--- config.mk ---
export PLATFORM = sky130hd
export DESIGN_NAME = round_robin_tick_scheduler_unit
export DESIGN_NICKNAME = d
export VERILOG_FILES = /design/src/sv/rrts_pkg.sv /design/src/sv/round_robin_tick_scheduler_unit.sv /design/src/sv/rrts_ram.sv
export SDC_FILE = /design/constraint.sdc
export NUM_CORES = 1
export LEC_CHECK = 0
export ABC_AREA = 1
export ABC_CLOCK_PERIOD_IN_PS = 3400
export BUFFER_PORTS_ARGS = -buffer_cell sky130_fd_sc_hd__clkbuf_2
export CAP_MARGIN = 30
export CORE_AREA = 2 2 358 360
export CTS_BUF_LIST = sky130_fd_sc_hd__clkbuf_4 sky130_fd_sc_hd__clkbuf_8
export CTS_CLUSTER_DIAMETER = 80
export CTS_CLUSTER_SIZE = 24
export DETAILED_ROUTE_END_ITERATION = 16
export DIE_AREA = 0 0 360 362
export HOLD_SLACK_MARGIN = 0.1
export PLACE_DENSITY = 0.6
export REMOVE_ABC_BUFFERS = 1
export SLEW_MARGIN = 10
export SYNTH_ARGS = -nofsm -noshare
export SYNTH_HDL_FRONTEND = slang
export SYNTH_SLANG_ARGS = --single-unit
--- constraint.sdc ---
create_clock -name clk -period 3.4 [get_ports clk]
set_input_delay 0.34 -clock clk [delete_from_list [all_inputs] [get_ports clk]]
set_output_delay 0.34 -clock clk [all_outputs]
set_load 0.005 [all_outputs]
--- src/sv/rrts_pkg.sv ---
// ----------------------------------------------------------------------------
// rrts_pkg
// Types and fixed field widths shared by the round-robin tick scheduler.
// ----------------------------------------------------------------------------
`default_nettype none

package rrts_pkg;

  localparam int unsigned ARR_W  = 16;  // arrival tick field
  localparam int unsigned NEED_W = 16;  // needed ticks field, also run counter
  localparam int unsigned PID_W  = 4;   // reported process id
  localparam int unsigned TICK_W = 16;  // reported clock value

  localparam logic KIND_ADD  = 1'b0;
  localparam logic KIND_TICK = 1'b1;

  typedef enum logic [1:0] {
    ST_ADDED = 2'd0,
    ST_FULL  = 2'd1,
    ST_IDLE  = 2'd2,
    ST_RAN   = 2'd3
  } status_t;

endpackage

`default_nettype wire

--- src/sv/round_robin_tick_scheduler_unit.sv ---
// ----------------------------------------------------------------------------
// round_robin_tick_scheduler_unit
// Round-robin time-slice scheduler with an add-ordered pending list.
// Add beat: the result is registered in S_EMIT and the next beat is taken
//   once the unit is back in S_IDLE.
// Tick beat: S_SCAN over the P pending entries, then S_RUN0, S_RUN1, S_RUN2
//   and S_EMIT; an idle tick goes from S_RUN0 to S_EMIT. The scan walks the
//   pending list through the pending and arrival RAM read ports, one entry a cycle.
// Reset (sync, active high) empties both queues, sets the clock to 1 and
//   the id counter to 0; RAM contents are left as they are.
// ----------------------------------------------------------------------------
`default_nettype none

module round_robin_tick_scheduler_unit #(
  parameter int unsigned MAX_PROCS = 16,
  parameter int unsigned TIME_BITS = 16
) (
  input  wire logic                          clk,
  input  wire logic                          rst,
  // item channel
  input  wire logic                          item_valid,
  output logic                               item_stall,
  input  wire logic                          kind,
  input  wire logic [rrts_pkg::ARR_W-1:0]    arrive_tick,
  input  wire logic [rrts_pkg::NEED_W-1:0]   need_ticks,
  // result channel
  output logic                               res_valid,
  input  wire logic                          res_stall,
  output rrts_pkg::status_t                  status,
  output logic      [rrts_pkg::PID_W-1:0]    proc_id,
  output logic                               finished,
  output logic      [rrts_pkg::TICK_W-1:0]   tick_now
);

  import rrts_pkg::*;

  localparam int unsigned ID_W  = $clog2(MAX_PROCS);
  localparam int unsigned CNT_W = $clog2(MAX_PROCS + 1);
  localparam int unsigned CMP_W = (TIME_BITS > ARR_W) ? TIME_BITS : ARR_W;

  typedef enum logic [2:0] {
    S_IDLE,
    S_SCAN,
    S_RUN0,
    S_RUN1,
    S_RUN2,
    S_EMIT
  } state_t;

  state_t               state;

  logic [ID_W-1:0]      rdy_head, rdy_tail;
  logic [CNT_W-1:0]     rdy_count;
  logic [ID_W-1:0]      pend_head, pend_tail, rd_ptr;
  logic [CNT_W-1:0]     pend_count;
  logic [CNT_W-1:0]     next_id;
  logic [TIME_BITS-1:0] now;

  // scan pipeline
  logic [CNT_W-1:0]     scan_total, iss_cnt, kept;
  logic                 v1, v2;
  logic [ID_W-1:0]      id2;
  logic [ID_W-1:0]      run_id;

  // pending result
  status_t              r_status;
  logic [PID_W-1:0]     r_pid;
  logic                 r_fin;
  logic [TICK_W-1:0]    r_tick;

  // RAM ports
  logic                 rdy_we, pend_we, arr_we, run_we;
  logic [ID_W-1:0]      rdy_wdata, pend_wdata, run_waddr, new_id;
  logic [ID_W-1:0]      rdy_rdata, pend_rdata;
  logic [ARR_W-1:0]     arr_rdata;
  logic [NEED_W-1:0]    need_rdata, run_rdata, run_wdata, run_new;

  logic                 table_full, add_go, tick_go, admit, fin_c, issue;
  logic [TIME_BITS-1:0] now_adv;

  function automatic logic [ID_W-1:0] ptr_inc(input logic [ID_W-1:0] p);
    return (p == ID_W'(MAX_PROCS - 1)) ? '0 : p + 1'b1;
  endfunction

  always_comb begin
    item_stall = (state != S_IDLE);
    table_full = (next_id == CNT_W'(MAX_PROCS));
    new_id     = next_id[ID_W-1:0];
    add_go     = (state == S_IDLE) && item_valid && (kind == KIND_ADD) && !table_full;
    tick_go    = (state == S_IDLE) && item_valid && (kind == KIND_TICK);
    issue      = (iss_cnt != scan_total);
    admit      = (CMP_W'(arr_rdata) <= CMP_W'(now));
    run_new    = (run_rdata == '1) ? run_rdata : run_rdata + 1'b1;
    fin_c      = (run_new >= need_rdata);
    now_adv    = (now == '1) ? now : now + 1'b1;

    // all ready-queue writes land at the tail
    rdy_we     = (add_go && (arrive_tick == '0)) ||
                 ((state == S_SCAN) && v2 && admit) ||
                 ((state == S_RUN2) && !fin_c);
    rdy_wdata  = add_go ? new_id : ((state == S_SCAN) ? id2 : run_id);

    pend_we    = (add_go && (arrive_tick != '0)) ||
                 ((state == S_SCAN) && v2 && !admit);
    pend_wdata = add_go ? new_id : id2;

    arr_we     = add_go;
    run_we     = add_go || (state == S_RUN2);
    run_waddr  = add_go ? new_id : run_id;
    run_wdata  = add_go ? '0 : run_new;
  end

  rrts_ram #(.WIDTH(ID_W), .DEPTH(MAX_PROCS)) u_ready_q (
    .clk(clk), .we(rdy_we), .waddr(rdy_tail), .wdata(rdy_wdata),
    .raddr(rdy_head), .rdata(rdy_rdata)
  );

  rrts_ram #(.WIDTH(ID_W), .DEPTH(MAX_PROCS)) u_pend_list (
    .clk(clk), .we(pend_we), .waddr(pend_tail), .wdata(pend_wdata),
    .raddr(rd_ptr), .rdata(pend_rdata)
  );

  rrts_ram #(.WIDTH(ARR_W), .DEPTH(MAX_PROCS)) u_arrival (
    .clk(clk), .we(arr_we), .waddr(new_id), .wdata(arrive_tick),
    .raddr(pend_rdata), .rdata(arr_rdata)
  );

  rrts_ram #(.WIDTH(NEED_W), .DEPTH(MAX_PROCS)) u_need (
    .clk(clk), .we(arr_we), .waddr(new_id), .wdata(need_ticks),
    .raddr(rdy_rdata), .rdata(need_rdata)
  );

  rrts_ram #(.WIDTH(NEED_W), .DEPTH(MAX_PROCS)) u_run (
    .clk(clk), .we(run_we), .waddr(run_waddr), .wdata(run_wdata),
    .raddr(rdy_rdata), .rdata(run_rdata)
  );

  always_ff @(posedge clk) begin
    if (rst) begin
      state      <= S_IDLE;
      rdy_head   <= '0;
      rdy_tail   <= '0;
      rdy_count  <= '0;
      pend_head  <= '0;
      pend_tail  <= '0;
      pend_count <= '0;
      rd_ptr     <= '0;
      next_id    <= '0;
      now        <= TIME_BITS'(1);
      v1         <= 1'b0;
      v2         <= 1'b0;
      res_valid  <= 1'b0;
    end else begin
      if (res_valid && !res_stall && (state != S_EMIT)) begin
        res_valid <= 1'b0;
      end

      case (state)
        S_IDLE: begin
          r_tick <= TICK_W'(now);
          if (item_valid && (kind == KIND_ADD)) begin
            r_fin <= 1'b0;
            if (table_full) begin
              r_status <= ST_FULL;
              r_pid    <= '0;
            end else begin
              r_status <= ST_ADDED;
              r_pid    <= PID_W'(new_id);
              next_id  <= next_id + 1'b1;
              if (arrive_tick == '0) begin
                rdy_tail  <= ptr_inc(rdy_tail);
                rdy_count <= rdy_count + 1'b1;
              end else begin
                pend_tail  <= ptr_inc(pend_tail);
                pend_count <= pend_count + 1'b1;
              end
            end
            state <= S_EMIT;
          end else if (tick_go) begin
            rd_ptr     <= pend_head;
            scan_total <= pend_count;
            iss_cnt    <= '0;
            kept       <= '0;
            v1         <= 1'b0;
            v2         <= 1'b0;
            state      <= S_SCAN;
          end
        end

        S_SCAN: begin
          // issue pending read, then arrival read, then route the id
          if (issue) begin
            rd_ptr  <= ptr_inc(rd_ptr);
            iss_cnt <= iss_cnt + 1'b1;
          end
          v1  <= issue;
          v2  <= v1;
          id2 <= pend_rdata;
          if (v2) begin
            if (admit) begin
              rdy_tail  <= ptr_inc(rdy_tail);
              rdy_count <= rdy_count + 1'b1;
            end else begin
              pend_tail <= ptr_inc(pend_tail);
              kept      <= kept + 1'b1;
            end
          end
          if (!issue && !v1 && !v2) begin
            pend_head  <= rd_ptr;
            pend_count <= kept;
            state      <= S_RUN0;
          end
        end

        S_RUN0: begin
          if (rdy_count == '0) begin
            r_status <= ST_IDLE;
            r_pid    <= '0;
            r_fin    <= 1'b0;
            now      <= now_adv;
            state    <= S_EMIT;
          end else begin
            state <= S_RUN1;
          end
        end

        S_RUN1: begin
          run_id <= rdy_rdata;
          state  <= S_RUN2;
        end

        S_RUN2: begin
          // pop the head; requeue at the tail unless done
          rdy_head <= ptr_inc(rdy_head);
          if (fin_c) begin
            rdy_count <= rdy_count - 1'b1;
          end else begin
            rdy_tail <= ptr_inc(rdy_tail);
          end
          r_status <= ST_RAN;
          r_pid    <= PID_W'(run_id);
          r_fin    <= fin_c;
          now      <= now_adv;
          state    <= S_EMIT;
        end

        S_EMIT: begin
          if (!res_valid || !res_stall) begin
            res_valid <= 1'b1;
            status    <= r_status;
            proc_id   <= r_pid;
            finished  <= r_fin;
            tick_now  <= r_tick;
            state     <= S_IDLE;
          end
        end

        default: begin
          state <= S_IDLE;
        end
      endcase
    end
  end

`ifndef SYNTH
  a_rdy_bound: assert property (@(posedge clk) disable iff (rst)
    rdy_count <= CNT_W'(MAX_PROCS))
    else $error("ready queue count exceeds table size");

  a_live_bound: assert property (@(posedge clk) disable iff (rst)
    (state == S_IDLE) |-> ({1'b0, rdy_count} + {1'b0, pend_count} <= {1'b0, next_id}))
    else $error("queued processes exceed added processes");

  a_busy_after_accept: assert property (@(posedge clk) disable iff (rst)
    (item_valid && !item_stall) |=> (state != S_IDLE))
    else $error("accepted beat did not start work");

  a_run_to_emit: assert property (@(posedge clk) disable iff (rst)
    (state == S_RUN2) |=> (state == S_EMIT))
    else $error("run step did not hand off a result");

  a_clock_nonzero: assert property (@(posedge clk) disable iff (rst)
    now != '0)
    else $error("scheduler clock reached zero");
`endif

endmodule

`default_nettype wire

--- src/sv/rrts_ram.sv ---
// ----------------------------------------------------------------------------
// rrts_ram
// Simple dual-port RAM: one write port, one read port, registered read data.
// ----------------------------------------------------------------------------
`default_nettype none

module rrts_ram #(
  parameter int unsigned WIDTH = 16,
  parameter int unsigned DEPTH = 16
) (
  input  wire logic                     clk,
  input  wire logic                     we,
  input  wire logic [$clog2(DEPTH)-1:0] waddr,
  input  wire logic [WIDTH-1:0]         wdata,
  input  wire logic [$clog2(DEPTH)-1:0] raddr,
  output logic      [WIDTH-1:0]         rdata
);

  logic [WIDTH-1:0] mem [DEPTH];

  always_ff @(posedge clk) begin
    if (we) begin
      mem[waddr] <= wdata;
    end
    rdata <= mem[raddr];
  end

endmodule

`default_nettype wire
After elaboration in Yosys (flattened, before gate mapping)
Memories as Yosys holds them, arrays and structs flattened. A register that Yosys moved wholly into a read port is not among the register bits. Index checks and enable logic that the tools add are counted.

Memories: 5. Word-level logic and storage cells: 215. RAM bits: 896. Bits in registers: 126. Output and inout port bits: 25. Input bits: 37.

Eq/ne operators: 30. Bitwise logic cells: 4. Multiplexer cells: 81. $add $sub $neg: 12. $lt $le $gt $ge: 2. Reduce and logical (&&, ||, !) cells: 55.

Memories: u_arrival.mem (words 16, width 16, read ports 1, clocked after memory_dff 1, wr ports 1, RTL line rrts_ram.sv:19) `logic [WIDTH-1:0] mem [DEPTH];`; u_need.mem (words 16, width 16, read ports 1, clocked after memory_dff 1, wr ports 1, RTL line rrts_ram.sv:19); u_run.mem (words 16, width 16, read ports 1, clocked after memory_dff 1, wr ports 1, RTL line rrts_ram.sv:19); u_pend_list.mem (words 16, width 4, read ports 1, clocked after memory_dff 1, wr ports 1, RTL line rrts_ram.sv:19); u_ready_q.mem (words 16, width 4, read ports 1, clocked after memory_dff 1, wr ports 1, RTL line rrts_ram.sv:19).

Operators by type and width (count): 2-to-1 mux 4 bit (25); 2-to-1 mux 5 bit (15); 2-to-1 mux 16 bit (4); adder 16 x 1 -> 16 bit, second input constant (2); == test 16 bit, second input constant (2); case mux 16 bit (2 select lines) (1); case mux 5 bit (2 select lines) (3); adder 5 x 1 -> 5 bit, second input constant (5); inequality test 2 bit, second input constant (12); case mux 4 bit (3 select lines) (2); case mux 3 bit (6 select lines) (1); adder 4 x 1 -> 4 bit, second input constant (4); == test 4 bit, second input constant (4); >= comparator 16 bit (1); <= comparator 16 bit (1); zero test 16 bit (1); 2-to-1 mux 1 bit (16); case mux 4 bit (2 select lines) (2); nonzero test 16 bit (1); logical AND 1 bit (15); 2-to-1 mux 3 bit (5); case mux 5 bit (3 select lines) (1); AND reduction 7 bit (2); AND reduction 3 bit (4); 24 further kinds (55).

Longest topological paths before layout
Gate-level depths: netlist (run 1).

Depth after elaboration: 9. Mapped depth: 25. Gate-level depth less buffers: 25.

Modules after synthesis
From an unflattened synthesis (run 1), not the netlist that was laid out.

Cell total of the unflattened synthesis: 4669. Area, all modules: 47191.5 µm².

Modules (own cells, without submodules): rrts_ram (u_arrival) (area each 11388.4 µm², seq. area each 8007.7 µm², times used 1, cells an instance 1074); rrts_ram (u_need) (area each 11385.9 µm², seq. area each 8007.7 µm², times used 1, cells an instance 1075); rrts_ram (u_run) (area each 11380.9 µm², seq. area each 8007.7 µm², times used 1, cells an instance 1074); round_robin_tick_scheduler_unit (area each 7103.1 µm², seq. area each 3213.1 µm², times used 1, cells an instance 866); rrts_ram (u_pend_list ...) (area each 2966.6 µm², seq. area each 2001.9 µm², times used 2, cells an instance 290).

Worst setup path after synthesis (run 1)
OpenSTA, ideal clock, no wires.

Path type: flip-flop to flip-flop. Start: reg u_run.rdata[0] (read register of u_run.mem). End: mem u_ready_q.mem[0][0] (netlist name) (enable). Period minus slack after synthesis: 3.048 ns. Path slack: 0.352 ns. Library setup time: 0.329 ns. Required time: 3.071 ns. Buffers on the path: 1. Arrival: 2.718 ns. Stages on the path, launching flop included: 20. Path through: dfxtp_1 > ha_1 > nand2_1 > inv_1 > nand3_1 > nor3_2 > inv_1 > nor2_1 > nand2_1 > o21ai_0 > nand3_1 > ha_1 > nand2_1 > o21ai_0 > nor2_1 > nand3_2 > nand3_2 > buf_6 > nand2_1 > nor2_1.

Word-level cells in the longest chain between the ends: 8. Elaborated cells on any way between the ends: 9. Those cells by class: add/sub (1); order compare (1); eq/ne (1); mux (3); reduce/logical (3).

Ends and longest elaborated chain: start, declared (RTL line rrts_ram.sv:16) `output logic [WIDTH-1:0] rdata`; adder 16 x 1 -> 16 bit or == test 16 bit (tied branches) (RTL line round_robin_tick_scheduler_unit.sv:93) `run_new = (run_rdata == '1) ? run_rdata : run_rdata + 1'b1;`; 2-to-1 mux 16 bit * (RTL line round_robin_tick_scheduler_unit.sv:93); >= comparator 16 bit * (RTL line round_robin_tick_scheduler_unit.sv:94) `fin_c = (run_new >= need_rdata);`; zero test 1 bit * (RTL line round_robin_tick_scheduler_unit.sv:100) `((state == S_RUN2) && !fin_c);`; logical AND 1 bit * (RTL line round_robin_tick_scheduler_unit.sv:100); logical OR 1 bit * (RTL line round_robin_tick_scheduler_unit.sv:99) `((state == S_SCAN) && v2 && admit) ||`; 2-to-1 mux 1 bit * (RTL line rrts_ram.sv:22) `if (we) begin`; 2-to-1 mux 1 bit (not written as such) * (RTL line rrts_ram.sv:23) `mem[waddr] <= wdata;`; end, declared (RTL line rrts_ram.sv:19).

Every way passes the cells marked *; elsewhere a longest branch is shown, timed or not.

Worst setup path after layout (run 1)
Start: reg u_run.rdata[0] (read register of u_run.mem). End: mem u_ready_q.mem[4][1] (netlist name) (enable).

Same word-level chain as after synthesis.

==> Flow_metrics.wiki, run 1 <==
{| class="wikitable"
! Metric !! Value
|-
| Cell Rows || 131
|-
| Growth of design area from synthesis to finish || 10.3%
|-
| Number of vias after detailed routing || approximately 26000
|-
| Library cell contributing the largest single delay on the critical path || sky130_fd_sc_hd__dfxtp_2
|-
| Max-Cap Viols || 0
|-
| Simple-gate share of the synthesized area || 6.62%
|-
| Endpoints failing setup || 0
|-
| Top-area cell type share of the netlist area || 65.9%
|-
| Post-DRT Antenna Nets || 0
|-
| Total leakage power || 16.8 nW
|-
| Count of input and output buffers || 61
|-
| Detail-routed net length per standard cell || 19.5 um
|-
| Post-synthesis register bit count || 1078
|-
| Share of async-settable or async-resettable flops after synthesis || 0%
|-
| Crit share post-route || 93.1%
|-
| Synthesis warning total || 0
|-
| Sum of net half-perimeters after detailed placement || 58500 um
|-
| Worst reg-to-reg path cell count || 24
|-
| Library cell with the highest instance count after synthesis || sky130_fd_sc_hd__edfxtp_1
|-
| Global Route met2 Usage || 25.1%
|-
| Core area || 127000 um^2
|-
| Origin of the critical flop-to-flop path || u_run.rdata[0]$_DFF_P_
|-
| Worst hold slack across all endpoints || 0.289 ns
|-
| Element type at the critical path start || flop
|-
| Top fanout value on the critical path || 4
|-
| Wire length reported by the detailed router || a little over 100000 um
|-
| Biggest area contributors in the synthesized netlist || sky130_fd_sc_hd__edfxtp_1, sky130_fd_sc_hd__dfxtp_1, sky130_fd_sc_hd__mux2i_1
|-
| Dominant combinational cell family by area after synthesis || compound AO/OA/AOI/OAI gates
|-
| DRC marker count from the first detailed-route iteration || 2252
|-
| CP endpoint kind || flop
|-
| CTS sink count || 1078
|-
| Data arrival time at the worst-slack endpoint || 3.67 ns
|-
| Overall routing resource usage || 15.1%
|-
| Global-route track usage on met1 || a little over a fifth
|-
| Grt peak-use layer || met2
|-
| Layout cells sized above 1 || about a tenth
|-
| Power density cells || 706 nW/um^2
|-
| Number of buffers created by CTS || 52
|-
| Fraction of synthesized cell area in xor and xnor cells || 0.657%
|-
| Number of vias per cell || 5.02
|-
| Max transition margin || about a third
|-
| Worst-case clock buffer depth || 3
|-
| Setup CP Type || flop to flop
|-
| Pins Over Slew Limit || 0
|-
| H-tree Lvls || 2
|-
| Die width || 360 um
|-
| Top Ports || 62
|-
| Vias in the first global route || 25000
|-
| Outcome || completed
|-
| Peak supply drop || 0.560 mV
|-
| Area share of fa/ha/maj cells after synthesis || 1.58%
|-
| Global placement routability congestion || about 0.83
|-
| Final number of hold-violating endpoints || 0
|-
| Net count of the finished layout || 3551
|-
| TritonCTS clock tree || yes
|-
| Number of enable-type register cells in the synthesized netlist || between 900 and 1000
|-
| Die area || 130000 um^2
|-
| Fill cell instance count of the final layout || 11800
|-
| Pin count of the biggest net entering global routing || 130
|-
| Endpoint of the worst hold-timing path || u_arrival.mem[3][3]$_DFFE_PP_
|-
| DP Area || 46800 um^2
|-
| Mux share of post-synthesis cell area || 4.64%
|-
| Clk Tree Root Cell || sky130_fd_sc_hd__clkbuf_8
|-
| Register-to-register setup slack || 0.23 ns
|-
| Number of search-and-repair iterations in the first detailed-routing pass || 8
|-
| Sequential element share of the synthesized area || 71.0%
|-
| Clk Latency, worst-skew pair || 0.82 ns
|-
| Synth cell count leaders || sky130_fd_sc_hd__edfxtp_1, sky130_fd_sc_hd__inv_1, sky130_fd_sc_hd__o21ai_0, sky130_fd_sc_hd__a21oi_1, sky130_fd_sc_hd__nand2_1
|-
| Overflow left after global routing || 0
|-
| Most prevalent standard cell on the critical path || sky130_fd_sc_hd__nand2_1
|-
| Fmax || about 320 MHz
|-
| Initial antenna violation count || 9
|-
| Clk_skew || 0.0560 ns
|-
| Area of the mapped netlist || 44000 um^2
|-
| Initial core utilization || a little over a third
|-
| Slowest cell delay on critical path || 0.36 ns
|-
| Instance count along the most critical hold path || 2
|-
| Wire length of the first global-routing pass || 153000 um
|-
| Synthesized-area fraction occupied by ao, oa, aoi and oai cells || 10.8%
|-
| Final routed DRC violation total || 0
|-
| Final critical-path required period || 3.17 ns
|-
| Critical register-to-register path endpoint || u_ready_q.mem[4][1]$_DFFE_PP_
|-
| Final Cell Area || 48500 um^2
|-
| Average cell area after synthesis || roughly 13 um^2
|-
| Fraction of met3 tracks used by global routing || 1.99%
|-
| Worst Tran Pin Value || slightly below 1 ns
|-
| Flip-flop cell with the highest count after synthesis || sky130_fd_sc_hd__edfxtp_1
|-
| Worst Hold Launch || arrive_tick[3]
|-
| Hold Crit Class || input port to flop
|-
| CP Data Required Time || 3.90 ns
|-
| Distinct cell type count after synthesis || 50
|-
| Clock edge transition at the registers on the reported setup and hold paths || 0.14 ns
|-
| Cell-by-cell trace of the critical path || ha_1 -> nand2_1 -> inv_1 -> nand3_2 -> nor3_4 -> inv_2 -> nor2_4 -> nand3_4 -> inv_1 -> nor3_1 -> nor2_1 -> ha_1 -> nand2_1 -> inv_1 -> nand2_1 -> nand2_1 -> nand2_1 -> nand2_1 -> nand2_1 -> nand3_2 -> nand3_4 -> buf_12 -> nand2_4 -> nor2_4
|-
| Synth Instances || between 3000 and 4000
|-
| DIE HEIGHT || between 300 and 400 um
|-
| Most area-hungry cell type in the Yosys netlist || sky130_fd_sc_hd__edfxtp_1
|}
-- metal layers --
metal,wire length [um],up-vias
met1,45900,12800
met3,5120,134
met4,2080,10
li1,-,12400
met5,53,-
met2,47500,602
-- how the worst max path moves through the flow --
stage	depth (start not counted)	from	end
3_5_place_dp	21	u_run.rdata[0]$_DFF_P_	u_ready_q.mem[9][2]$_DFFE_PP_
3_3_place_gp	18	u_run.rdata[0]$_DFF_P_	u_ready_q.mem[2][0]$_DFFE_PP_
6_report	24	u_run.rdata[0]$_DFF_P_	u_ready_q.mem[4][1]$_DFFE_PP_
2_1_floorplan	0	u_ready_q.rdata[0]$_DFF_P_	run_id[0]$_DFFE_PP_
4_1_cts	21	u_run.rdata[0]$_DFF_P_	u_ready_q.mem[9][3]$_DFFE_PP_
5_1_grt	24	u_run.rdata[0]$_DFF_P_	u_ready_q.mem[2][1]$_DFFE_PP_
-- worst max-delay path, delay by kind of cell (launching register included) --
| family | cells | cell delay, ns |
|---|---|---|
| fa+ha+maj | 2 | 0.45 |
| flops | 1 | 0.36 |
| buf+inv | 5 | 0.39 |
| simple gates | 17 | 1.69 |
-- logic make-up (layout without fill, tap and decap cells) --
| family | count (synthesis) | count (layout) |
|---|---|---|
| adders and majority gates | 55 | 55 |
| xor gates and xnor gates | 33 | 33 |
| muxes | 204 | 204 |
| AOI/OAI and AO/OA | 823 | 823 |
| buffers and inverters | 506 | 632 |
| and+or+nand+nor | 678 | 678 |
| other | 0 | 2 |
| DFF | 1078 | 1078 |
-- flip-flops by register name, summed over array words and instances, names as in the netlist, 16 cells and up --
register	flops
u_arrival.rdata	16
u_ready_q.mem	64
u_arrival.mem	256
u_run.rdata	16
now	16
u_need.rdata	16
u_run.mem	256
u_pend_list.mem	64
r_tick	16
tick_now	16
u_need.mem	256
-- cell usage in the layout, fill, tap and decap left out, types with 54 or more instances in the layout --
cell type	synthesis	routed
sky130_fd_sc_hd__buf_4	14	82
sky130_fd_sc_hd__o21ai_0	310	308
sky130_fd_sc_hd__nor2_1	241	191
sky130_fd_sc_hd__inv_1	319	317
sky130_fd_sc_hd__a21oi_1	261	260
sky130_fd_sc_hd__nand3_1	117	116
sky130_fd_sc_hd__ha_1	54	54
sky130_fd_sc_hd__edfxtp_1	965	965
sky130_fd_sc_hd__o211ai_1	196	196
sky130_fd_sc_hd__clkbuf_8	0	54
sky130_fd_sc_hd__nand2_1	253	249
sky130_fd_sc_hd__clkbuf_2	0	61
sky130_fd_sc_hd__mux2i_1	204	204
sky130_fd_sc_hd__dfxtp_1	113	104
-- cell type report --
type                    instances  area [um^2]  area share (%)
diodes                          2         5.00          0.0103
clock buffers                  90         1010            2.09
clock inverters                 8         90.1           0.186
inverters                     330         1240            2.56
multi-input cells            1793        11100            22.8
flip-flops and latches       1078        31300            64.4
well taps                    1662         2080            4.29
repair buffers                204         1770            3.64
-- stage by stage --
stage                     power [mW]  TNS, ns  instances  util, %  setup slack [ns]
after floorplan                 23.9  -215.37       3201        -             -6.13
after global placement          28.4        0       5028     36.9            0.0411
after detailed placement        28.6   -0.153       5028     36.9           -0.0213
after CTS                       34.4   -0.463       5163     38.1           -0.0389
after global routing            36.3   -0.772       5167     38.3           -0.0352
final                           34.2        0       5167     38.3             0.235
-- where the power goes --
part | internal (mW) | switching, mW | total (mW)
Combinational | 3.84 | 7.65 | 11.5
Clock | 1.94 | 3.92 | 5.86
Sequential | 16.1 | 0.781 | 16.9
Total | 21.9 | 12.4 | 34.2
-- timing repair --
item / 4_1_cts / 5_1_grt
endpoints found under the hold margin: 529 / 0
hold buffers: 37 / 0
endpoints found under the setup margin: 24 / 72
setup buffers: 0 / 1
cloned: 0 / 0
pin swaps: 0 / 3
gates resized for setup: 2 / 50
Power figures use the tool's default switching activity.
==> run 2, diff against run 1 <==
--- a/config.mk
+++ b/config.mk
@@ -9,12 +9,12 @@
 export ABC_CLOCK_PERIOD_IN_PS = 3400
 export BUFFER_PORTS_ARGS = -buffer_cell sky130_fd_sc_hd__clkbuf_2
 export CAP_MARGIN = 30
-export CORE_AREA = 2 2 358 360
+export CORE_AREA = 4 4 360 362
 export CTS_BUF_LIST = sky130_fd_sc_hd__clkbuf_4 sky130_fd_sc_hd__clkbuf_8
 export CTS_CLUSTER_DIAMETER = 80
 export CTS_CLUSTER_SIZE = 24
 export DETAILED_ROUTE_END_ITERATION = 16
-export DIE_AREA = 0 0 360 362
+export DIE_AREA = 0 0 364 366
 export HOLD_SLACK_MARGIN = 0.1
 export PLACE_DENSITY = 0.6
 export REMOVE_ABC_BUFFERS = 1
==> Flow_metrics.wiki, run 2 (synthesized netlist as in run 1, its figures left out) <==
{| class="wikitable"
! Metric !! Value
|-
| Peak supply drop || 0.379 mV (-32%)
|-
| Data arrival time at the worst-slack endpoint || 3.65 ns (-0.02 ns)
|-
| Grt peak-use layer || met2
|-
| Final Cell Area || 48600 um^2 (+0.11%)
|-
| Count of input and output buffers || 61 (unchanged)
|-
| Biggest registers after layout || u_arrival.mem x256, u_need.mem x256, u_run.mem x256
|-
| Global placement routability congestion || 0.824 (-0.63%)
|-
| Crit share post-route || 93.6% (+0.55 points)
|-
| Pin count of the biggest net entering global routing || 94 (-28%)
|-
| Detail-routed net length per standard cell || 19.5 um (+0.12%)
|-
| DRC marker count from the first detailed-route iteration || 2053 (-8.8%)
|-
| Clk Tree Root Cell || sky130_fd_sc_hd__clkbuf_8
|-
| Most common cell after layout, fill and taps aside || sky130_fd_sc_hd__edfxtp_1
|-
| CTS sink count || 1078 (unchanged)
|-
| Number of vias after detailed routing || 26000 (+0.25%)
|-
| CP endpoint kind || flop
|-
| Total power draw || 34.4 mW (+0.32%)
|-
| Clock edge transition at the registers on the reported setup and hold paths || 0.15 ns (about the same)
|-
| Slowest cell delay on critical path || 0.41 ns (+0.05 ns)
|-
| Setup CP Type || flop to flop
|-
| Worst Tran Pin Value || 0.953 ns (-0.0226 ns)
|-
| P_int || 21.9 mW (about the same)
|-
| Overall routing resource usage || 14.7% (-0.38 points)
|-
| Outcome || completed
|-
| Die width || 364 um (+1.1%)
|-
| Vias in the first global route || 25200 (+0.99%)
|-
| Switching Power || 12.5 mW (+0.88%)
|-
| Library cell contributing the largest single delay on the critical path || sky130_fd_sc_hd__dfxtp_1
|-
| Final routed DRC violation total || 0 (unchanged)
|-
| Wire length reported by the detailed router || 101000 um (+0.43%)
|-
| Share of total power in combinational logic || 33.6% (about the same)
|-
| Endpoints failing setup || 0 (unchanged)
|-
| Fill cell instance count of the final layout || 11800 (+0.10%)
|-
| Family of cells with the greatest summed delay on the critical path || simple AND/OR/NAND/NOR gates
|-
| Number of buffers created by CTS || 53 (+1.9%)
|-
| Sum of net half-perimeters after detailed placement || 60400 um (+3.2%)
|-
| Bufs and invs on worst path || 3 (-2)
|-
| Growth of design area from synthesis to finish || 10.5%
|-
| Layout cells sized above 1 || 11.2% (+0.55 points)
|-
| Max-Cap Viols || 0 (unchanged)
|-
| Top fanout value on the critical path || 7 (+3)
|-
| Post-DRT Antenna Nets || 0 (unchanged)
|-
| Core area || 127000 um^2 (unchanged)
|-
| Setup repair after global routing missed its margin || false
|-
| TritonCTS clock tree || yes
|-
| Pins Over Slew Limit || 0 (unchanged)
|-
| H-tree Lvls || 2 (unchanged)
|-
| Net switching share of the total power || 36.3% (+0.20 points)
|-
| Total placed cells including tap cells || 5036 (+0.16%)
|-
| Global-route track usage on met1 || 20.8% (-0.17 points)
|-
| Clk Latency, worst-skew pair || 0.77 ns (-0.05 ns)
|-
| Top Ports || 62 (unchanged)
|-
| Cell Rows || 131 (unchanged)
|-
| Hold Crit Class || flop to flop
|-
| Minimum setup slack after placement || -0.0534 ns (-0.0321 ns)
|-
| CP Data Required Time || 3.87 ns (-0.03 ns)
|-
| Sequential share of power || 49.2% (about the same)
|-
| DP Area || 46800 um^2 (about the same)
|-
| Final number of hold-violating endpoints || 0 (unchanged)
|-
| Number of vias per cell || 5.02 (about the same)
|-
| Worst-case setup margin in the final layout || 0.216 ns (-0.0187 ns)
|-
| Most prevalent standard cell on the critical path || sky130_fd_sc_hd__nand2_1
|-
| Element type at the critical path start || flop
|-
| Max transition margin || 36.4% (+1.5 points)
|-
| Worst-case clock buffer depth || 3 (unchanged)
|-
| Fmax || 314 MHz (-0.59%)
|-
| Cell-by-cell trace of the critical path || inv_1 -> nor3_2 -> nand3_1 -> nor2_2 -> xor2_1 -> ha_1 -> nand2_1 -> nand3_1 -> nand2_1 -> nand2_1 -> nand2_1 -> nand2_1 -> nand2_2 -> nand3_4 -> nand3_4 -> buf_6 -> inv_1 -> nor2_4
|-
| Number of search-and-repair iterations in the first detailed-routing pass || 5 (-3)
|-
| Die area || 133000 um^2 (+2.2%)
|-
| Clock group share of total power || 17.2% (about the same)
|-
| Overflow left after global routing || 0 (unchanged)
|-
| Final Non-Filler Cells || 5183 (+0.31%)
|-
| Initial core utilization || 34.7% (unchanged)
|-
| Clk_skew || 0.0767 ns (+0.0207 ns)
|-
| Total leakage power || 16.9 nW (+0.31%)
|-
| Net count of the finished layout || 3565 (+0.39%)
|-
| Fraction of met3 tracks used by global routing || 1.72% (-0.26 points)
|-
| Wire length of the first global-routing pass || 153000 um (+0.35%)
|-
| Final critical-path required period || 3.18 ns (+0.0187 ns)
|-
| Global Route met2 Usage || 24.2% (-0.85 points)
|-
| Most frequent cells in the layout || sky130_fd_sc_hd__edfxtp_1, sky130_fd_sc_hd__inv_1, sky130_fd_sc_hd__o21ai_0
|-
| Initial antenna violation count || 7 (-2)
|-
| DIE HEIGHT || 366 um (+1.1%)
|-
| Power density cells || 707 nW/um^2 (+0.21%)
|}
-- run 2: cell count changes in the layout (fill, tap and decap cells not counted), sizes merged --
cell    before  now
clkinv       4    6
buf        106  119
diode        2    3
-- run 2: worst paths after layout --
path	startpoint	end	slack [ns]	depth (start not counted)
worst min register to register	r_tick[1]$_DFFE_PP_	tick_now[1]$_DFFE_PP_	0.43	0
worst max-delay path	u_run.rdata[12]$_DFF_P_	u_ready_q.mem[15][2]$_DFFE_PP_	0.22	18
worst min-delay path	r_tick[1]$_DFFE_PP_	tick_now[1]$_DFFE_PP_	0.43	0
worst max register to register	u_run.rdata[12]$_DFF_P_	u_ready_q.mem[15][2]$_DFFE_PP_	0.22	18
-- run 2: through the flow --
step                hold WS (ns)  utilization (%)  setup TNS, ns
floorplan                  0.400                -        -215.37
global placement           0.402             36.9              0
detailed placement         0.405             36.9         -0.704
CTS                        0.403             38.1         -0.851
global route               0.443             38.3              0
finish                     0.435             38.3              0
-- run 2: power groups by stage --
stage	Sequential (mW)	Clock [mW]	Combinational (mW)
2_1_floorplan	17.7	0	6.20
3_3_place_gp	17.2	0	11.3
3_5_place_dp	17.2	0	11.4
4_1_cts	16.9	6.08	11.5
5_1_grt	17.0	6.57	12.9
6_report	16.9	5.92	11.5
-- run 2: layer usage --
layer,share of wire (%),wire length [um],up-vias
li1,-,-,12400
met1,46,46100,12800
met2,47,47700,658
met3,4.9,4920,124
met4,2.3,2360,4
met5,0.027,27,-
-- run 2: worst register-to-register path, cell delays in order (launching register included) --
cell	delay [ns]
sky130_fd_sc_hd__dfxtp_1	0.41
sky130_fd_sc_hd__inv_1	0.10
sky130_fd_sc_hd__nor3_2	0.30
sky130_fd_sc_hd__nand3_1	0.15
sky130_fd_sc_hd__nor2_2	0.30
sky130_fd_sc_hd__xor2_1	0.24
sky130_fd_sc_hd__ha_1	0.26
sky130_fd_sc_hd__nand2_1	0.08
sky130_fd_sc_hd__nand3_1	0.08
sky130_fd_sc_hd__nand2_1	0.06
sky130_fd_sc_hd__nand2_1	0.05
sky130_fd_sc_hd__nand2_1	0.06
sky130_fd_sc_hd__nand2_1	0.07
sky130_fd_sc_hd__nand2_2	0.10
sky130_fd_sc_hd__nand3_4	0.09
sky130_fd_sc_hd__nand3_4	0.17
sky130_fd_sc_hd__buf_6	0.15
sky130_fd_sc_hd__inv_1	0.07
sky130_fd_sc_hd__nor2_4	0.15
-- run 2: area by class of cell --
class / count / area [um^2] / share of cell area [%]
Timing Repair Buffer: 217 / 1760 / 3.61
Sequential cell: 1078 / 31300 / 64.4
Inverter: 330 / 1250 / 2.57
Antenna cell: 3 / 7.51 / 0.0155
Clock buffer: 90 / 1010 / 2.09
Multi-Input combinational cell: 1793 / 11100 / 22.8
Clock inverter: 10 / 130 / 0.268
Tap cell: 1662 / 2080 / 4.28
-- run 2: repair_timing --
item | in CTS | in global routing
buffers inserted | 0 | 6
endpoints found under the hold margin | 523 | 0
endpoints found under the setup margin | 46 | 73
pin swaps | 0 | 7
gates resized for setup | 9 | 52
hold buffers | 37 | 0
==> run 3, diff against run 2 <==
--- a/config.mk
+++ b/config.mk
@@ -5,16 +5,15 @@
 export SDC_FILE = /design/constraint.sdc
 export NUM_CORES = 1
 export LEC_CHECK = 0
-export ABC_AREA = 1
-export ABC_CLOCK_PERIOD_IN_PS = 3400
+export ABC_CLOCK_PERIOD_IN_PS = 3850
 export BUFFER_PORTS_ARGS = -buffer_cell sky130_fd_sc_hd__clkbuf_2
 export CAP_MARGIN = 30
-export CORE_AREA = 4 4 360 362
+export CORE_AREA = 4 4 352 354
 export CTS_BUF_LIST = sky130_fd_sc_hd__clkbuf_4 sky130_fd_sc_hd__clkbuf_8
 export CTS_CLUSTER_DIAMETER = 80
 export CTS_CLUSTER_SIZE = 24
 export DETAILED_ROUTE_END_ITERATION = 16
-export DIE_AREA = 0 0 364 366
+export DIE_AREA = 0 0 356 358
 export HOLD_SLACK_MARGIN = 0.1
 export PLACE_DENSITY = 0.6
 export REMOVE_ABC_BUFFERS = 1
==> constraint.sdc (replaced) <==
create_clock -name clk -period 3.85 [get_ports clk]
set_input_delay 0.385 -clock clk [delete_from_list [all_inputs] [get_ports clk]]
set_output_delay 0.385 -clock clk [all_outputs]
set_load 0.005 [all_outputs]
==> Flow_metrics.wiki, run 3 <==
{| class="wikitable"
! Metric !! Value
|-
| Outcome || finished with violations
|-
| Violations in the final reports || setup timing
|-
| Growth of design area from synthesis to finish || 12.4%
|-
| Critical path origin || u_run.rdata[4]$_DFF_P_
|-
| Biggest registers after layout || u_arrival.mem x256, u_need.mem x256, u_run.mem x256
|-
| DRC marker count from the first detailed-route iteration || 1938 (-5.6%)
|-
| Overflow left after global routing || 0 (unchanged)
|-
| Clk Tree Root Cell || sky130_fd_sc_hd__clkbuf_8
|-
| Count of input and output buffers || 61 (unchanged)
|-
| Element type at the critical path start || flop
|-
| CP endpoint kind || flop
|-
| Sequential element share of the synthesized area || 74.6% (+3.5 points)
|-
| Synthesis warning total || 0 (unchanged)
|-
| Detail-routed net length per standard cell || 23.4 um (+20%)
|-
| Clk_skew || 0.0719 ns (-0.00486 ns)
|-
| Most common cell after layout, fill and taps aside || sky130_fd_sc_hd__edfxtp_1
|-
| Die area || 127000 um^2 (-4.3%)
|-
| Flip-flop cell with the highest count after synthesis || sky130_fd_sc_hd__edfxtp_1
|-
| Switching Power || 5.68 mW (-54%)
|-
| Most area-hungry cell type in the Yosys netlist || sky130_fd_sc_hd__edfxtp_1
|-
| Share of async-settable or async-resettable flops after synthesis || 0% (unchanged)
|-
| Top-area cell type share of the netlist area || 69.2% (+3.3 points)
|-
| Share of total power in combinational logic || 15.7% (-18 points)
|-
| Wire length of the first global-routing pass || 137000 um (-10%)
|-
| Max transition margin || 40.7% (+4.3 points)
|-
| Area share of fa/ha/maj cells after synthesis || 1.66% (+0.078 points)
|-
| Average cell area after synthesis || 20.0 um^2 (+54%)
|-
| Top Ports || 62 (unchanged)
|-
| Library cell with the highest instance count after synthesis || sky130_fd_sc_hd__edfxtp_1
|-
| Fmax || 259 MHz (-18%)
|-
| Initial antenna violation count || 10 (+3)
|-
| Overall routing resource usage || 14.3% (-0.40 points)
|-
| DIE HEIGHT || 358 um (-2.2%)
|-
| Number of vias after detailed routing || 20300 (-22%)
|-
| Final critical-path required period || 3.86 ns (+0.679 ns)
|-
| Setup TNS || -0.0532 ns (-0.0532 ns)
|-
| Net switching share of the total power || 25.1% (-11 points)
|-
| Clock group share of total power || 23.3% (+6.1 points)
|-
| Die width || 356 um (-2.2%)
|-
| Number of search-and-repair iterations in the first detailed-routing pass || 7 (+2)
|-
| CTS sink count || 1078 (unchanged)
|-
| Final routed DRC violation total || 0 (unchanged)
|-
| Synth Instances || 2095 (-38%)
|-
| Number of vias per cell || 5.15 (+2.5%)
|-
| Worst-case clock buffer depth || 3 (unchanged)
|-
| Sequential share of power || 61.0% (+12 points)
|-
| Pin count of the biggest net entering global routing || 37 (-61%)
|-
| Register-to-register setup slack || -0.01 ns (-0.23 ns)
|-
| Worst Hold Launch || r_tick[15]$_DFFE_PP_
|-
| Top fanout value on the critical path || 5 (-2)
|-
| Net count of the finished layout || 2371 (-33%)
|-
| Critical register-to-register path endpoint || u_ready_q.mem[13][3]$_DFFE_PP_
|-
| Global placement routability congestion || 0.839 (+1.7%)
|-
| H-tree Lvls || 2 (unchanged)
|-
| Number of buffers created by CTS || 53 (unchanged)
|-
| Worst hold slack across all endpoints || 0.441 ns (+0.00652 ns)
|-
| Final number of hold-violating endpoints || 0 (unchanged)
|-
| Final standard cell utilization of the core || 38.9% (+0.55 points)
|-
| Pins Over Slew Limit || 0 (unchanged)
|-
| Power density cells || 481 nW/um^2 (-32%)
|-
| Synth cell count leaders || sky130_fd_sc_hd__edfxtp_1, sky130_fd_sc_hd__mux4_2, sky130_fd_sc_hd__nor2_1, sky130_fd_sc_hd__dfxtp_1, sky130_fd_sc_hd__nand2_1
|-
| CP Data Required Time || 4.33 ns (+0.46 ns)
|-
| TritonCTS clock tree || yes
|-
| Post-DRT Antenna Nets || 0 (unchanged)
|-
| Endpoints failing setup || 7 (+7)
|-
| Mux share of post-synthesis cell area || 15.5% (+11 points)
|-
| Area of the mapped netlist || 41900 um^2 (-4.7%)
|-
| Sum of net half-perimeters after detailed placement || 56600 um (-6.2%)
|-
| Layout cells sized above 1 || 28.4% (+17 points)
|-
| Max-Cap Viols || 0 (unchanged)
|-
| Synthesized-area fraction occupied by ao, oa, aoi and oai cells || 1.92% (-8.9 points)
|-
| Post-synthesis register bit count || 1078 (unchanged)
|-
| Number of enable-type register cells in the synthesized netlist || 965 (unchanged)
|-
| Capturing instance or port of the critical path || u_ready_q.mem[13][3]$_DFFE_PP_
|-
| Worst-case setup margin in the final layout || -0.0130 ns (-0.229 ns)
|-
| Vias in the first global route || 21000 (-17%)
|-
| Clk Latency, worst-skew pair || 0.78 ns (about the same)
|-
| Data arrival time at the worst-slack endpoint || 4.34 ns (+0.69 ns)
|-
| Origin of the critical flop-to-flop path || u_run.rdata[4]$_DFF_P_
|-
| Fraction of synthesized cell area in xor and xnor cells || 0.920% (+0.26 points)
|-
| Initial core utilization || 34.6% (-0.095 points)
|-
| Worst Tran Pin Value || 0.889 ns (-0.0634 ns)
|-
| Simple-gate share of the synthesized area || 4.17% (-2.5 points)
|-
| Clock edge transition at the registers on the reported setup and hold paths || 0.14 ns (about the same)
|-
| Setup repair after global routing missed its margin || true
|-
| Core area || 121000 um^2 (-4.4%)
|-
| Biggest area contributors in the synthesized netlist || sky130_fd_sc_hd__edfxtp_1, sky130_fd_sc_hd__mux4_2, sky130_fd_sc_hd__dfxtp_1
|-
| Cell Rows || 128 (-2.3%)
|-
| Hold Crit Class || flop to flop
|-
| P_int || 17.0 mW (-23%)
|-
| Worst reg-to-reg path cell count || 14 (-4)
|-
| Crit share post-route || 100% (+6.7 points)
|-
| Most frequent cells in the layout || sky130_fd_sc_hd__edfxtp_1, sky130_fd_sc_hd__mux4_2, sky130_fd_sc_hd__dfxtp_1
|-
| Distinct cell type count after synthesis || 72 (+44%)
|-
| Dominant combinational cell family by area after synthesis || multiplexers
|-
| Total leakage power || 14.8 nW (-12%)
|-
| Peak supply drop || 0.265 mV (-30%)
|-
| Setup CP Type || flop to flop
|-
| Wire length reported by the detailed router || 92500 um (-8.5%)
|}
==> run 3: changes by cell type after synthesis, sizes merged, moves of 54 or more <==
| cell | previous run | this run |
|---|---|---|
| o211ai | 196 | 2 |
| nor2 | 251 | 124 |
| o21ai | 317 | 21 |
| a21oi | 263 | 41 |
| nand3 | 122 | 28 |
| mux2i | 204 | 15 |
| nand2 | 262 | 77 |
| clkbuf | 110 | 56 |
| mux4 | 0 | 280 |
| inv | 327 | 54 |
==> run 3: worst min-delay path by stage <==
stage | depth (start not counted) | end
after floorplan | 0 | finished$_DFFE_PP_
after global placement | 0 | tick_now[11]$_DFFE_PP_
after detailed placement | 0 | tick_now[12]$_DFFE_PP_
after CTS | 0 | tick_now[4]$_DFFE_PP_
after global routing | 0 | tick_now[12]$_DFFE_PP_
final | 0 | tick_now[15]$_DFFE_PP_
==> run 3: through the flow <==
step	setup slack [ns]	cells	instance area (um^2)	total power, mW
finish	-0.0130	3953	47100	22.6
global route	-0.0957	3952	47100	23.6
CTS	-0.0129	3945	47000	22.8
detailed placement	-0.312	3804	45200	17.5
global placement	-0.234	3802	45100	17.4
floorplan	-2.70	2006	41600	16.3
==> run 3: kinds of logic after synthesis <==
kind of cell | count (synthesis)
fa+ha+maj | 55
xor+xnor | 44
simple gates | 358
buf+inv | 145
mux | 297
compound gates | 118
flops | 1078
==> run 3: cell type report <==
cell class | count | area (um^2)
repair buffers | 218 | 1960
fillers | 10900 | 74000
multi-input cells | 872 | 10400
clock buffers | 89 | 1010
flip-flops and latches | 1078 | 31300
well taps | 1625 | 2030
inverters | 56 | 210
diodes | 4 | 10.0
clock inverters | 11 | 184
==> run 3: layer usage <==
layer / part of all wire (%) / up-vias / track usage [%]
met3: 4.4 / 103 / 1.72
met4: 1.6 / 8 / 2.67
met1: 43 / 10900 / 19.6
met5: 0.059 / - / 0
met2: 51 / 507 / 25.0
li1: - / 8810 / -
==> run 3: power by group through the flow <==
stage               clock network [mW]  logic (mW)  registers, mW
floorplan                            0        2.16           14.1
global placement                     0        3.33           14.1
detailed placement                   0        3.43           14.1
CTS                               5.47        3.54           13.8
global route                      5.88        3.86           13.9
finish                            5.29        3.55           13.8
==> run 3: repair_timing <==
item | in CTS | in global routing
pin swaps | 14 | 16
endpoints found under the hold margin | 525 | 0
endpoints found under the setup margin | 67 | 73
setup buffers | 5 | 2
hold buffers | 38 | 0
resized for setup | 49 | 16
==> run 3: worst max-delay path: stages, from the launching register on <==
cell and delay, ns:
sky130_fd_sc_hd__dfxtp_2 0.35, sky130_fd_sc_hd__nand4_1 0.15, sky130_fd_sc_hd__or3_4 0.45, sky130_fd_sc_hd__nor2b_4 0.13, sky130_fd_sc_hd__nand4_1 0.13, sky130_fd_sc_hd__mux2_4 0.33, sky130_fd_sc_hd__ha_4 0.27, sky130_fd_sc_hd__nand4_1 0.12
sky130_fd_sc_hd__or4_4 0.56, sky130_fd_sc_hd__o32ai_4 0.29, sky130_fd_sc_hd__nor4b_4 0.08, sky130_fd_sc_hd__a221o_2 0.40, sky130_fd_sc_hd__nand2_2 0.12, sky130_fd_sc_hd__buf_6 0.14, sky130_fd_sc_hd__nor2_4 0.06
